`config.mk`:
```
export PLATFORM = sky130hd
export DESIGN_NAME = pose_frame_receiver_unit_flat
export DESIGN_NICKNAME = d
export VERILOG_FILES = /design/src/rtl/pfr_pkg.sv /design/src/rtl/pfr_if.sv /design/src/rtl/pfr_cfg_regs.sv /design/src/rtl/pose_frame_receiver_unit.sv /design/src/flat_wrapper.sv
export SDC_FILE = /design/constraint.sdc
export NUM_CORES = 2
export LEC_CHECK = 0
export ABC_CLOCK_PERIOD_IN_PS = 22000
export BUFFER_PORTS_ARGS = -buffer_cell sky130_fd_sc_hd__buf_2
export CORE_MARGIN = 5
export CORE_UTILIZATION = 50
export DETAILED_ROUTE_END_ITERATION = 6
export HOLD_SLACK_MARGIN = 0.03
export PLACE_DENSITY = 0.74
export SETUP_SLACK_MARGIN = 0.05
export SLEW_MARGIN = 20
export SYNTH_ARGS = -nofsm -noshare
export SYNTH_HDL_FRONTEND = slang
export SYNTH_SLANG_ARGS = --single-unit
```
`constraint.sdc`:
```
create_clock -name clk -period 22 [get_ports clk]
set_input_delay 4.4 -clock clk [delete_from_list [all_inputs] [get_ports clk]]
set_output_delay 4.4 -clock clk [all_outputs]
set_load 0.005 [all_outputs]
```
`src/rtl/pfr_pkg.sv`:
```
// Package for the pose frame receiver: status codes, framing constants,
// register indexes and the byte-wide CRC-16 function. No dependencies.
package pfr_pkg;

	typedef enum logic [2:0] {
		ST_NONE     = 3'd0,
		ST_BYTE     = 3'd1,
		ST_VALID    = 3'd2,
		ST_CRC_ERR  = 3'd3,
		ST_TRL_ERR  = 3'd4,
		ST_INVALID  = 3'd5,
		ST_TIMEOUT  = 3'd6
	} status_t;

	localparam logic [1:0] REG_INTERBYTE = 2'd0;
	localparam logic [1:0] REG_POSE_TO   = 2'd1;
	localparam logic [1:0] REG_LINK_TO   = 2'd2;
	localparam logic [1:0] REG_INV_COORD = 2'd3;

	localparam logic [15:0] CRC_INIT      = 16'hFFFF;
	localparam logic [15:0] CRC_POLY      = 16'h1021;
	localparam logic [7:0]  SOF0          = 8'hAA;
	localparam logic [7:0]  SOF1_LEGACY   = 8'h55;
	localparam logic [7:0]  SOF1_EXTENDED = 8'h56;
	localparam logic [7:0]  TRAIL0        = 8'h0D;
	localparam logic [7:0]  TRAIL1        = 8'h0A;
	localparam logic [3:0]  LEN_LEGACY    = 4'd14;
	localparam logic [3:0]  LEN_EXTENDED  = 4'd15;

	typedef struct packed {
		logic [2:0]  status;
		logic [31:0] pose_x;
		logic [31:0] pose_y;
		logic [31:0] valid_frame_count;
		logic        pose_usable;
		logic        takeoff_permit;
		logic        link_alive;
		logic [31:0] crc_error_count;
		logic [31:0] trailer_error_count;
		logic [31:0] invalid_frame_count;
		logic [31:0] timeout_count;
		logic [31:0] byte_count;
	} result_t;

	typedef struct packed {
		logic        mode;
		logic [7:0]  byte_value;
	} item_t;

	function automatic logic [15:0] crc_byte(input logic [15:0] crc_in,
			input logic [7:0] b);
		logic [15:0] c;
		c = crc_in ^ {b, 8'h00};
		for (int i = 0; i < 8; i++) begin
			if (c[15]) c = {c[14:0], 1'b0} ^ CRC_POLY;
			else c = {c[14:0], 1'b0};
		end
		return c;
	endfunction

endpackage

```
`src/rtl/pfr_if.sv`:
```
// Valid/ready channel interfaces for the pose frame receiver.
// Depends on pfr_pkg for the payload types.
interface pfr_item_if import pfr_pkg::*; ();
	logic  valid;
	logic  ready;
	item_t data;
	modport source (output valid, output data, input ready);
	modport sink (input valid, input data, output ready);
endinterface

interface pfr_result_if import pfr_pkg::*; ();
	logic    valid;
	logic    ready;
	result_t data;
	modport source (output valid, output data, input ready);
	modport sink (input valid, input data, output ready);
endinterface

interface pfr_cfg_if ();
	logic        valid;
	logic        ready;
	logic [1:0]  index;
	logic [31:0] wdata;
	modport source (output valid, output index, output wdata, input ready);
	modport sink (input valid, input index, input wdata, output ready);
endinterface

```
`src/rtl/pfr_cfg_regs.sv`:
```
// Configuration register file of the pose frame receiver.
// Depends on pfr_pkg and the pfr_cfg_if interface.
module pfr_cfg_regs import pfr_pkg::*; (
	input  logic         clk,
	input  logic         arst_n,
	pfr_cfg_if.sink      cfg,
	output logic [15:0]  interbyte_timeout,
	output logic [15:0]  pose_valid_timeout,
	output logic [15:0]  link_timeout,
	output logic [31:0]  invalid_coordinate
);
	assign cfg.ready = 1'b1;

	always_ff @(posedge clk or negedge arst_n) begin
		if (!arst_n) begin
			interbyte_timeout  <= 16'd100;
			pose_valid_timeout <= 16'd500;
			link_timeout       <= 16'd1000;
			invalid_coordinate <= 32'h8000_0000;
		end else if (cfg.valid) begin
			unique case (cfg.index)
				REG_INTERBYTE: interbyte_timeout  <= cfg.wdata[15:0];
				REG_POSE_TO:   pose_valid_timeout <= cfg.wdata[15:0];
				REG_LINK_TO:   link_timeout       <= cfg.wdata[15:0];
				REG_INV_COORD: invalid_coordinate <= cfg.wdata;
				default: ;
			endcase
		end
	end
endmodule

```
`src/rtl/pose_frame_receiver_unit.sv`:
```
// Top level of the pose frame receiver: deframer, checks, timeouts, counters.
// Depends on pfr_pkg, the interfaces in pfr_if and pfr_cfg_regs.
//
// Use: items enter on in_ch, one beat each; mode 0 carries a received serial
// byte, mode 1 a one-millisecond tick. Every accepted beat yields exactly one
// result beat on out_ch with the status of that item and a full snapshot of
// the pose, the flags and the statistics counters. Configuration beats on
// cfg_ch write the timeouts and the sentinel coordinate; they are always
// accepted and should only be sent while the block is idle.
// The state is updated at the accepting edge and the result register holds the
// beat from the next cycle. Throughput is one item per cycle while out_ch is
// not stalled; the byte-wide CRC step and frame checks are combinational.
// The result register forms a one-deep output stage: in_ch is ready whenever
// that register is empty or is being emptied in the same cycle, so a stalled
// receiver holds the pending beat and back-pressures the input.
// Reset clears the frame position, elapsed counters, flags and all statistics,
// presets the CRC and loads the register defaults; the frame bytes are not reset.
module pose_frame_receiver_unit import pfr_pkg::*; #(
	parameter int ELAPSED_WIDTH = 32
) (
	input  logic          clk,
	input  logic          arst_n,
	pfr_item_if.sink      in_ch,
	pfr_result_if.source  out_ch,
	pfr_cfg_if.sink       cfg_ch
);
	localparam logic [ELAPSED_WIDTH-1:0] EL_MAX = '1;

	logic [15:0] ib_to, pv_to, lk_to;
	logic [31:0] inv_c;

	pfr_cfg_regs u_cfg (
		.clk(clk), .arst_n(arst_n), .cfg(cfg_ch),
		.interbyte_timeout(ib_to), .pose_valid_timeout(pv_to),
		.link_timeout(lk_to), .invalid_coordinate(inv_c)
	);

	// Architectural state.
	logic [3:0]  pos_q;
	logic        ext_q;
	logic [15:0] crc_q;
	logic [7:0]  fb_q [15];
	logic [ELAPSED_WIDTH-1:0] sb_q, sf_q, sp_q;
	logic        seen_q, valid_q, tko_q;
	logic [31:0] hx_q, hy_q;
	logic [31:0] c_bytes_q, c_valid_q, c_crc_q, c_trl_q, c_inv_q, c_to_q;

	logic    out_v_q;
	result_t out_q;
	logic    acc;

	assign in_ch.ready  = !out_v_q || out_ch.ready;
	assign acc          = in_ch.valid && in_ch.ready;
	assign out_ch.valid = out_v_q;
	assign out_ch.data  = out_q;

	// Next-state logic for one item.
	logic [3:0]  pos_d, np;
	logic        ext_d;
	logic [15:0] crc_d;
	logic [ELAPSED_WIDTH-1:0] sb_d, sf_d, sp_d;
	logic        seen_d, valid_d, tko_d, alive;
	logic [31:0] hx_d, hy_d;
	logic [31:0] c_bytes_d, c_valid_d, c_crc_d, c_trl_d, c_inv_d, c_to_d;
	logic [2:0]  st;
	logic        wr_en;
	logic [3:0]  wr_at;
	logic [7:0]  b, flag, t0, t1, k0, k1;
	logic [3:0]  len;
	logic [31:0] fx, fy;

	always_comb begin
		b = in_ch.data.byte_value;
		pos_d = pos_q; ext_d = ext_q; crc_d = crc_q;
		sb_d = sb_q; sf_d = sf_q; sp_d = sp_q;
		seen_d = seen_q; valid_d = valid_q; tko_d = tko_q;
		hx_d = hx_q; hy_d = hy_q;
		c_bytes_d = c_bytes_q; c_valid_d = c_valid_q; c_crc_d = c_crc_q;
		c_trl_d = c_trl_q; c_inv_d = c_inv_q; c_to_d = c_to_q;
		st = ST_NONE; wr_en = 1'b0; wr_at = pos_q; np = '0;
		len = ext_q ? LEN_EXTENDED : LEN_LEGACY;
		// The final byte is not yet stored, so take it from the input.
		flag = ext_q ? fb_q[10] : 8'h00;
		k0 = ext_q ? fb_q[11] : fb_q[10];
		k1 = ext_q ? fb_q[12] : fb_q[11];
		t0 = ext_q ? fb_q[13] : fb_q[12];
		t1 = b;
		fx = {fb_q[5], fb_q[4], fb_q[3], fb_q[2]};
		fy = {fb_q[9], fb_q[8], fb_q[7], fb_q[6]};
		if (in_ch.data.mode) begin
			if (sb_q != EL_MAX) sb_d = sb_q + 1'b1;
			if (sf_q != EL_MAX) sf_d = sf_q + 1'b1;
			if (sp_q != EL_MAX) sp_d = sp_q + 1'b1;
		end else begin
			st = ST_BYTE;
			c_bytes_d = c_bytes_q + 1'b1;
			sb_d = '0;
			if (pos_q != 4'd0 && sb_q > ELAPSED_WIDTH'(ib_to)) begin
				c_to_d = c_to_q + 1'b1;
				pos_d = 4'd0; ext_d = 1'b0; st = ST_TIMEOUT;
			end
			if (pos_d == 4'd0) begin
				if (b == SOF0) begin
					wr_en = 1'b1; wr_at = 4'd0; pos_d = 4'd1;
				end
			end else if (pos_q == 4'd1) begin
				if (b == SOF1_LEGACY || b == SOF1_EXTENDED) begin
					wr_en = 1'b1; wr_at = 4'd1; pos_d = 4'd2;
					ext_d = (b == SOF1_EXTENDED); crc_d = CRC_INIT;
				end else begin
					ext_d = 1'b0;
					pos_d = (b == SOF0) ? 4'd1 : 4'd0;
					wr_en = (b == SOF0); wr_at = 4'd0;
				end
			end else begin
				wr_en = (pos_q != 4'd15); wr_at = pos_q;
				if (pos_q < len - 4'd4) crc_d = crc_byte(crc_q, b);
				np = pos_q + 4'd1;
				pos_d = np;
				if (np >= len || np == 4'd0) begin
					pos_d = 4'd0; ext_d = 1'b0;
					if (flag > 8'd1) begin
						c_inv_d = c_inv_q + 1'b1; st = ST_INVALID;
					end else if (t0 != TRAIL0 || t1 != TRAIL1) begin
						c_trl_d = c_trl_q + 1'b1; st = ST_TRL_ERR;
					end else if ({k1, k0} != crc_q) begin
						c_crc_d = c_crc_q + 1'b1; st = ST_CRC_ERR;
					end else begin
						sf_d = '0; seen_d = 1'b1; tko_d = flag[0];
						if (fx == inv_c || fy == inv_c) begin
							c_inv_d = c_inv_q + 1'b1; valid_d = 1'b0; st = ST_INVALID;
						end else begin
							c_valid_d = c_valid_q + 1'b1;
							hx_d = fx; hy_d = fy; sp_d = '0; valid_d = 1'b1;
							st = ST_VALID;
						end
					end
				end
			end
		end
		if (valid_d && sp_d > ELAPSED_WIDTH'(pv_to))
			valid_d = 1'b0;
		if (tko_d && sf_d > ELAPSED_WIDTH'(lk_to))
			tko_d = 1'b0;
		alive = seen_d && (sf_d <= ELAPSED_WIDTH'(lk_to));
	end

	always_ff @(posedge clk or negedge arst_n) begin
		if (!arst_n) begin
			pos_q <= '0; ext_q <= 1'b0; crc_q <= CRC_INIT;
			sb_q <= '0; sf_q <= '0; sp_q <= '0;
			seen_q <= 1'b0; valid_q <= 1'b0; tko_q <= 1'b0;
			hx_q <= '0; hy_q <= '0;
			c_bytes_q <= '0; c_valid_q <= '0; c_crc_q <= '0;
			c_trl_q <= '0; c_inv_q <= '0; c_to_q <= '0;
			out_v_q <= 1'b0;
		end else begin
			if (acc) begin
				pos_q <= pos_d; ext_q <= ext_d; crc_q <= crc_d;
				sb_q <= sb_d; sf_q <= sf_d; sp_q <= sp_d;
				seen_q <= seen_d; valid_q <= valid_d; tko_q <= tko_d;
				hx_q <= hx_d; hy_q <= hy_d;
				c_bytes_q <= c_bytes_d; c_valid_q <= c_valid_d; c_crc_q <= c_crc_d;
				c_trl_q <= c_trl_d; c_inv_q <= c_inv_d; c_to_q <= c_to_d;
				out_v_q <= 1'b1;
			end else if (out_ch.ready) begin
				out_v_q <= 1'b0;
			end
		end
	end

	// Frame bytes and the result payload need no reset.
	always_ff @(posedge clk) begin
		if (acc && wr_en) fb_q[wr_at] <= b;
		if (acc) begin
			out_q.status              <= st;
			out_q.pose_x              <= hx_d;
			out_q.pose_y              <= hy_d;
			out_q.valid_frame_count   <= c_valid_d;
			out_q.pose_usable         <= valid_d;
			out_q.takeoff_permit      <= tko_d && alive;
			out_q.link_alive          <= alive;
			out_q.crc_error_count     <= c_crc_d;
			out_q.trailer_error_count <= c_trl_d;
			out_q.invalid_frame_count <= c_inv_d;
			out_q.timeout_count       <= c_to_d;
			out_q.byte_count          <= c_bytes_d;
		end
	end

`ifndef SYNTHESIS
	// A stalled result beat must not be overwritten.
	a_no_overwrite: assert property (@(posedge clk) disable iff (!arst_n)
		out_v_q && !out_ch.ready |-> !acc) else $error("result overwritten");
	// The frame position never passes the extended frame length.
	a_pos_range: assert property (@(posedge clk) disable iff (!arst_n)
		pos_q < LEN_EXTENDED) else $error("frame position out of range");
	// Every accepted byte advances the byte counter by one.
	a_byte_count: assert property (@(posedge clk) disable iff (!arst_n)
		acc && !in_ch.data.mode |=> c_bytes_q == $past(c_bytes_q) + 32'd1)
		else $error("byte count slip");
	// Before the second start byte is taken, the extended mark is never set.
	a_ext_pos: assert property (@(posedge clk) disable iff (!arst_n)
		pos_q < 4'd2 |-> !ext_q) else $error("extended mark outside frame");
`endif
endmodule

```
`src/flat_wrapper.sv`:
```
// flat-port wrapper written by rule: the top's interface ports become plain ports
module pose_frame_receiver_unit_flat import pfr_pkg::*;
#(
	parameter int ELAPSED_WIDTH = 32
)
  (clk, arst_n, in_ch_valid, in_ch_data, in_ch_ready, out_ch_valid, out_ch_data, out_ch_ready, cfg_ch_valid, cfg_ch_index, cfg_ch_wdata, cfg_ch_ready);
  pfr_item_if in_ch_i ();
  pfr_result_if out_ch_i ();
  pfr_cfg_if cfg_ch_i ();
  input  logic clk;
  input  logic arst_n;
  input wire logic [$bits(in_ch_i.valid)-1:0] in_ch_valid;
  input wire logic [$bits(in_ch_i.data)-1:0] in_ch_data;
  output wire logic [$bits(in_ch_i.ready)-1:0] in_ch_ready;
  output wire logic [$bits(out_ch_i.valid)-1:0] out_ch_valid;
  output wire logic [$bits(out_ch_i.data)-1:0] out_ch_data;
  input wire logic [$bits(out_ch_i.ready)-1:0] out_ch_ready;
  input wire logic [$bits(cfg_ch_i.valid)-1:0] cfg_ch_valid;
  input wire logic [$bits(cfg_ch_i.index)-1:0] cfg_ch_index;
  input wire logic [$bits(cfg_ch_i.wdata)-1:0] cfg_ch_wdata;
  output wire logic [$bits(cfg_ch_i.ready)-1:0] cfg_ch_ready;
  assign in_ch_i.valid = in_ch_valid;
  assign in_ch_i.data = in_ch_data;
  assign in_ch_ready = in_ch_i.ready;
  assign out_ch_valid = out_ch_i.valid;
  assign out_ch_data = out_ch_i.data;
  assign out_ch_i.ready = out_ch_ready;
  assign cfg_ch_i.valid = cfg_ch_valid;
  assign cfg_ch_i.index = cfg_ch_index;
  assign cfg_ch_i.wdata = cfg_ch_wdata;
  assign cfg_ch_ready = cfg_ch_i.ready;
  pose_frame_receiver_unit #(.ELAPSED_WIDTH(ELAPSED_WIDTH)) u_core (.clk(clk), .arst_n(arst_n), .in_ch(in_ch_i), .out_ch(out_ch_i), .cfg_ch(cfg_ch_i));
endmodule
```
-- After elaboration in Yosys (flattened, before gate mapping)
Memories as Yosys holds them, arrays and structs flattened.
Cells that the tools add are included.
- flip-flop bits (word level): 719
- latch bits: 0
- memory bits (writable): 120
- bits in read-only memories: 0
- bits of input ports: 48
- output and inout bits: 265
- word-level logic and storage cells: 278
- memories: 1
- memories (memory ; depth ; bits a word ; read ports ; clocked after Yosys merged registers in ; write ports ; RTL line ; RTL):
    u_core.fb_q ; 15 ; 8 ; 12 ; 0 ; 1 ; pose_frame_receiver_unit.sv:42 ; logic [7:0] fb_q [15];
- add/sub/neg operators: 11
- multiply operators: 0
- divide/modulo/power cells: 0
- order comparisons: 7
- equal/unequal tests: 18
- shifts and indexed selects: 0
- muxes and demuxes: 170
- bitwise gates (word level): 11
- reduce and logical (&&, ||, !) cells: 26
- operator list (cell ; count):
    32-bit 2-to-1 mux ; 67
    16-bit 2-to-1 mux ; 31
    32-bit by 1-bit adder with 32-bit output, second input constant ; 9
    13-bit 2-to-1 mux ; 8
    32-bit by 16-bit > comparator with 1-bit output ; 3
    32-bit inequality test, second input constant ; 3
    32-bit equality test ; 2
    4-bit 2-to-1 mux ; 11
    1-bit 2-to-1 mux ; 41
    32-bit by 16-bit <= comparator with 1-bit output ; 1
    8-bit 2-to-1 mux ; 4
    3-bit 2-to-1 mux ; 8
    3-bit inverter ; 8
    8-bit by 7-bit equality test with 1-bit output, second input constant ; 2
    16-bit inequality test ; 1
    8-bit by 4-bit inequality test with 1-bit output, second input constant ; 2
    16-bit bitwise XOR ; 1
    2-bit AND reduction ; 6
    8-bit equality test, second input constant ; 1
    8-bit by 1-bit > comparator with 1-bit output, second input constant ; 1
    4-bit logical NOT ; 2
    1-bit logical AND ; 7
    1-bit logical OR ; 5
    5-bit AND reduction ; 1
    15 further kinds ; 18

-- Logic depth before layout (Yosys ltp)
- depth after elaboration: 47
- gate-level depth with buffers: 22
- depth with buffers taken out: 19

-- By module
From an unflattened synthesis, not the netlist that was laid out.
- cell total of the unflattened synthesis: 3474
- area, all modules: 39032.4 sq um
- by module, submodules not included (module ; times used ; cells an instance ; area an instance (sq um) ; sequential area each (sq um)):
    pose_frame_receiver_unit ; 1 ; 3302 ; 36003.3 ; 20204.4
    pfr_cfg_regs ; 1 ; 172 ; 3029.2 ; 2021.9

-- Worst setup path after synthesis
Ideal clock, no wire load.
- path kind: input -> register
- from: input port out_ch_ready
- to: register u_core.sp_q[10]
- library setup time: 462 ps
- arrival time: 13006 ps
- data required time: 21538 ps
- setup slack: 8532 ps
- stages on the path: 7
- buffers on the path: 3
- path through: nand2b_1 -> nand2_1 -> inv_1 -> clkbuf_1 -> buf_1 -> clkbuf_1 -> a31oi_1
- word-level cells in the longest chain between the ends: 2
- ends and longest elaborated chain (item ; RTL line ; RTL):
    start: declaration ; flat_wrapper.sv:17 ; input wire logic [$bits(out_ch_i.ready)-1:0] out_ch_ready;
    1-bit logical OR ; pose_frame_receiver_unit.sv:52 ; assign in_ch.ready = !out_v_q || out_ch.ready;
    1-bit logical AND ; pose_frame_receiver_unit.sv:53 ; assign acc = in_ch.valid && in_ch.ready;
    named net u_core.acc ; pose_frame_receiver_unit.sv:50 ; logic acc;
    end signal: assignment ; pose_frame_receiver_unit.sv:151 ; sb_q <= '0; sf_q <= '0; sp_q <= '0;
    end signal: assignment ; pose_frame_receiver_unit.sv:160 ; sb_q <= sb_d; sf_q <= sf_d; sp_q <= sp_d;
    end: declaration ; pose_frame_receiver_unit.sv:43 ; logic [ELAPSED_WIDTH-1:0] sb_q, sf_q, sp_q;
The timed path passes the listed nets, and every way through them passes these cells.
A chain may end at the register's enable or synchronous reset.

-- Final worst setup path
- from: input port out_ch_ready
- to: output port in_ch_ready
- word-level cells in the longest chain between the ends: 1
- ends and longest elaborated chain (item ; RTL line ; RTL):
    1-bit logical OR ; pose_frame_receiver_unit.sv:52 ;
    end: declaration ; flat_wrapper.sv:14 ; output wire logic [$bits(in_ch_i.ready)-1:0] in_ch_ready;
Every way passes these cells.

==> results.tsv <==
metric	value	unit
worst reg2reg path depth	20	
# IOs	313	
Max Clk Rate	0.108	GHz
Max Slew Vio Count	0	
first-pass GRT wire length	149000	um
fin cells	4865	
TritonCTS buffer count	87	
number of global-route vias before repair	26196	
# rows	102	
die area	0.0834	sq mm
WHS Path Cells	1	
sequential-to-total area share from yosys stat	57.2	%
worst min-delay path class	register to register	
P per Cell Area	84.7	mW/mm^2
Tightest Pin Transition	1100	ps
ys flop type	dfrtp_1	
global route total overflow	0	
most common cell after layout, fill and taps aside	nand2_1	
dpl ws	12730	ps
Max Fanout on Critical Path	3	
CP Capture Type	primary output	
cell leakage power	0.0192	uW
placed cells	4700	
most used cell, CP	buf_2	
crit start category	input pin	
share of cells above drive strength 1	17.8	%
setup slack, reg-to-reg	16110	ps
IO buf count	311	
core area	0.0772	sq mm
vias per cell	5.58	
relative slew slack	26.8	%
DRT Pass-1 Iters	5	
root buffer cell	clkbuf_16	
biggest cell delay along the critical path	190	ps
Worst VDD drop	0.0791	mV
clock sinks	815	
Worst Path Buf+Inv	2	
crit-path leading delay family	buffers and inverters	
# Post-CTS Setup Buffers	0	
initial DRC count	2083	
Area Growth Syn to Fin	14.4	%
post-CTS sizing	0	
Hold Vio Cnt, Final	0	
initial antenna violation count	4	
yosys warns	0	
nets	3859	
Cells after Synth	3475	
die width	289	um
Distinct cells, synth	78	
CTS H-tree lvls	3	
period utilisation layout	42.0	%
setup slack after layout	12770	ps
largest net degree at the start of global routing	155	
CTS tree	done	
top-area cell type share of the netlist area	27.7	%
post-detailed-placement half-perimeter wirelength	65900	um
HP Start	u_core.c_bytes_q[31]$_DFFE_PN0P_	
WHS Endpoint	u_core.c_bytes_q[31]$_DFFE_PN0P_	
clock latency on the worst-skew pair	640	ps
clock tree buffer depth	3	
Syn Nets	3585	
hold buffers post-CTS	0	
CP Cell Sequence	buf_2, nand2b_1, buf_2	
die height	289	um
Initial Utilization	50.3	%
Final Critical Period	9230	ps
area of the mapped netlist	0.0389	sq mm
ranking of synthesized cells by area	edfxtp_1 28%, dfrtp_1 27%, xnor2_1 6.1%	
fill cell count	6436	
RSZ-0062 raised after global routing	false	
CP arrival	4830	ps
clock transition at the registers of the reported paths	60	ps
Total Routing Usage GR	22.4	%
clock skew	35.7	ps
GPL Wtd Cong	0.905	
EDFF count, synth	358	
most frequent cells in the layout	480 x nand2_1, 425 x dfrtp_1, 358 x edfxtp_1	
total power draw	3770	uW
DR vias	27135	
final antenna-violating net count	0	
Critical Path RT	17600	ps
synthesis-stage register bit count	815	
syn avg cell area	11.2	sq um
RR Startpoint	u_core.pos_q[0]$_DFFE_PN0P_	
RR Endpoint	u_core.valid_q$_DFFE_PN0P_	
outcome	finished clean	
WS Path Type	input pin to primary output	
Setup TNS	0	ps
residual DRC count	0	
# Max-Cap Violations	0	
Post-synth ARST share	56.1	%
Slowest cell on crit path	nand2b_1	
biggest area consumer among synthesized cells	edfxtp_1	
total wire length	94900	um
routed len/inst	19.5	um
final setup violation count	0	
==> cell usage after synthesis (23+ instances only) <==
| cell | number |
|---|---|
| clkbuf_1 | 107 |
| nand4_1 | 102 |
| and4_1 | 26 |
| edfxtp_1 | 358 |
| and3_1 | 75 |
| nand2_1 | 482 |
| o21ai_0 | 103 |
| nor2_1 | 232 |
| inv_1 | 88 |
| mux2_2 | 135 |
| a21o_1 | 23 |
| nor4_1 | 59 |
| dfstp_2 | 32 |
| buf_2 | 24 |
| nor3_1 | 66 |
| xnor2_1 | 272 |
| ha_1 | 62 |
| nand3_1 | 208 |
| dfrtp_1 | 425 |
| xor2_1 | 234 |
| a21oi_1 | 73 |
| a31oi_1 | 33 |
==> through the flow <==
step,area [sq um],hold slack (ps),util [%]
after floorplan,38900,435,-
after global placement,41400,462,53.6
after detailed placement,41400,479,53.6
after CTS,44500,490,57.6
after global routing,44500,502,57.6
final,44500,489,57.6
==> worst max-delay path by stage <==
| stage | to | slack, ps | depth (start not counted) | from |
|---|---|---|---|---|
| final | in_ch_ready | 12770 | 3 | out_ch_ready |
| after global routing | in_ch_ready | 12730 | 3 | out_ch_ready |
| after CTS | in_ch_ready | 12760 | 3 | out_ch_ready |
| after detailed placement | u_core.valid_q$_DFFE_PN0P_ | 12730 | 19 | in_ch_data[1] |
| after global placement | in_ch_ready | 12770 | 3 | out_ch_ready |
| after floorplan | u_core.sp_q[10]$_DFFE_PN0P_ | 8530 | 7 | out_ch_ready |
==> routing by layer <==
metal  vias to the layer above  global-route usage, %  share of wire [%]  routed length, um
met1                     13363                   31.1                 44              41300
met5                         -                      0              0.026                 25
met4                         4                   6.48                2.7               2540
li1                      12808                      -                  -                  -
met2                       789                   36.6                 48              45500
met3                       171                   3.66                5.9               5550
==> where the power goes <==
group | switching [uW] | internal [uW]
combinational | 254 | 182
clock | 619 | 912
sequential | 98.4 | 1700
total | 971 | 2800
==> worst register-to-register path: stages, from the launching register on <==
cell and delay [ps]:
dfrtp_1 580, inv_1 150, ha_1 330, a21boi_0 350, o21ai_0 200, o211ai_1 370, nand3_1 210, nor3_2 670
nand2_4 310, buf_4 510, nand3_1 240, o21ai_0 110, ha_1 320, a21o_1 180, a21o_1 160, a21oi_1 150
nor2b_1 60, o21ai_0 170, a31oi_1 110, or4_4 430, o31ai_2 210
==> kinds of logic (layout without fill, tap and decap cells) <==
logic type / count (synthesis) / count (layout) / share of synthesized area [%]
and+or+nand+nor: 1350 / 1350 / 16.7
adders and majority gates: 62 / 62 / 2.00
AOI/OAI and AO/OA: 325 / 325 / 5.27
xor gates and xnor gates: 506 / 506 / 11.4
other: 1 / 2 / 0.00965
DFF: 815 / 815 / 57.2
buffers and inverters: 244 / 593 / 2.55
muxes: 172 / 172 / 4.91
==> area by class of cell <==
class / instances / area, sq um / area share (%)
Antenna cell: 1 / 2.50 / 0.00563
Clock buffer: 120 / 2430 / 5.47
Clock inverter: 44 / 607 / 1.36
Inverter: 88 / 338 / 0.759
Multi-Input combinational cell: 2416 / 15800 / 35.4
Sequential cell: 815 / 22200 / 50.0
Tap cell: 1040 / 1300 / 2.93
Timing Repair Buffer: 341 / 1810 / 4.07
==> sequential cells by signal (all words and copies together), names as in the netlist, 4 cells and up <==
register / count
u_core.c_valid_q: 32
u_core.u_cfg.link_timeout: 16
u_core.sb_q: 32
u_core.sf_q: 32
u_core.out_ch.data: 262
u_core.c_crc_q: 32
u_core.c_to_q: 32
u_core.u_cfg.invalid_coordinate: 32
u_core.sp_q: 32
u_core.fb_q: 96
u_core.c_trl_q: 32
u_core.pos_q: 4
u_core.c_inv_q: 32
u_core.c_bytes_q: 32
u_core.u_cfg.pose_valid_timeout: 16
u_core.hy_q: 32
u_core.hx_q: 32
u_core.u_cfg.interbyte_timeout: 16
u_core.crc_q: 16
Note: power is estimated with default switching activity, not from simulation.
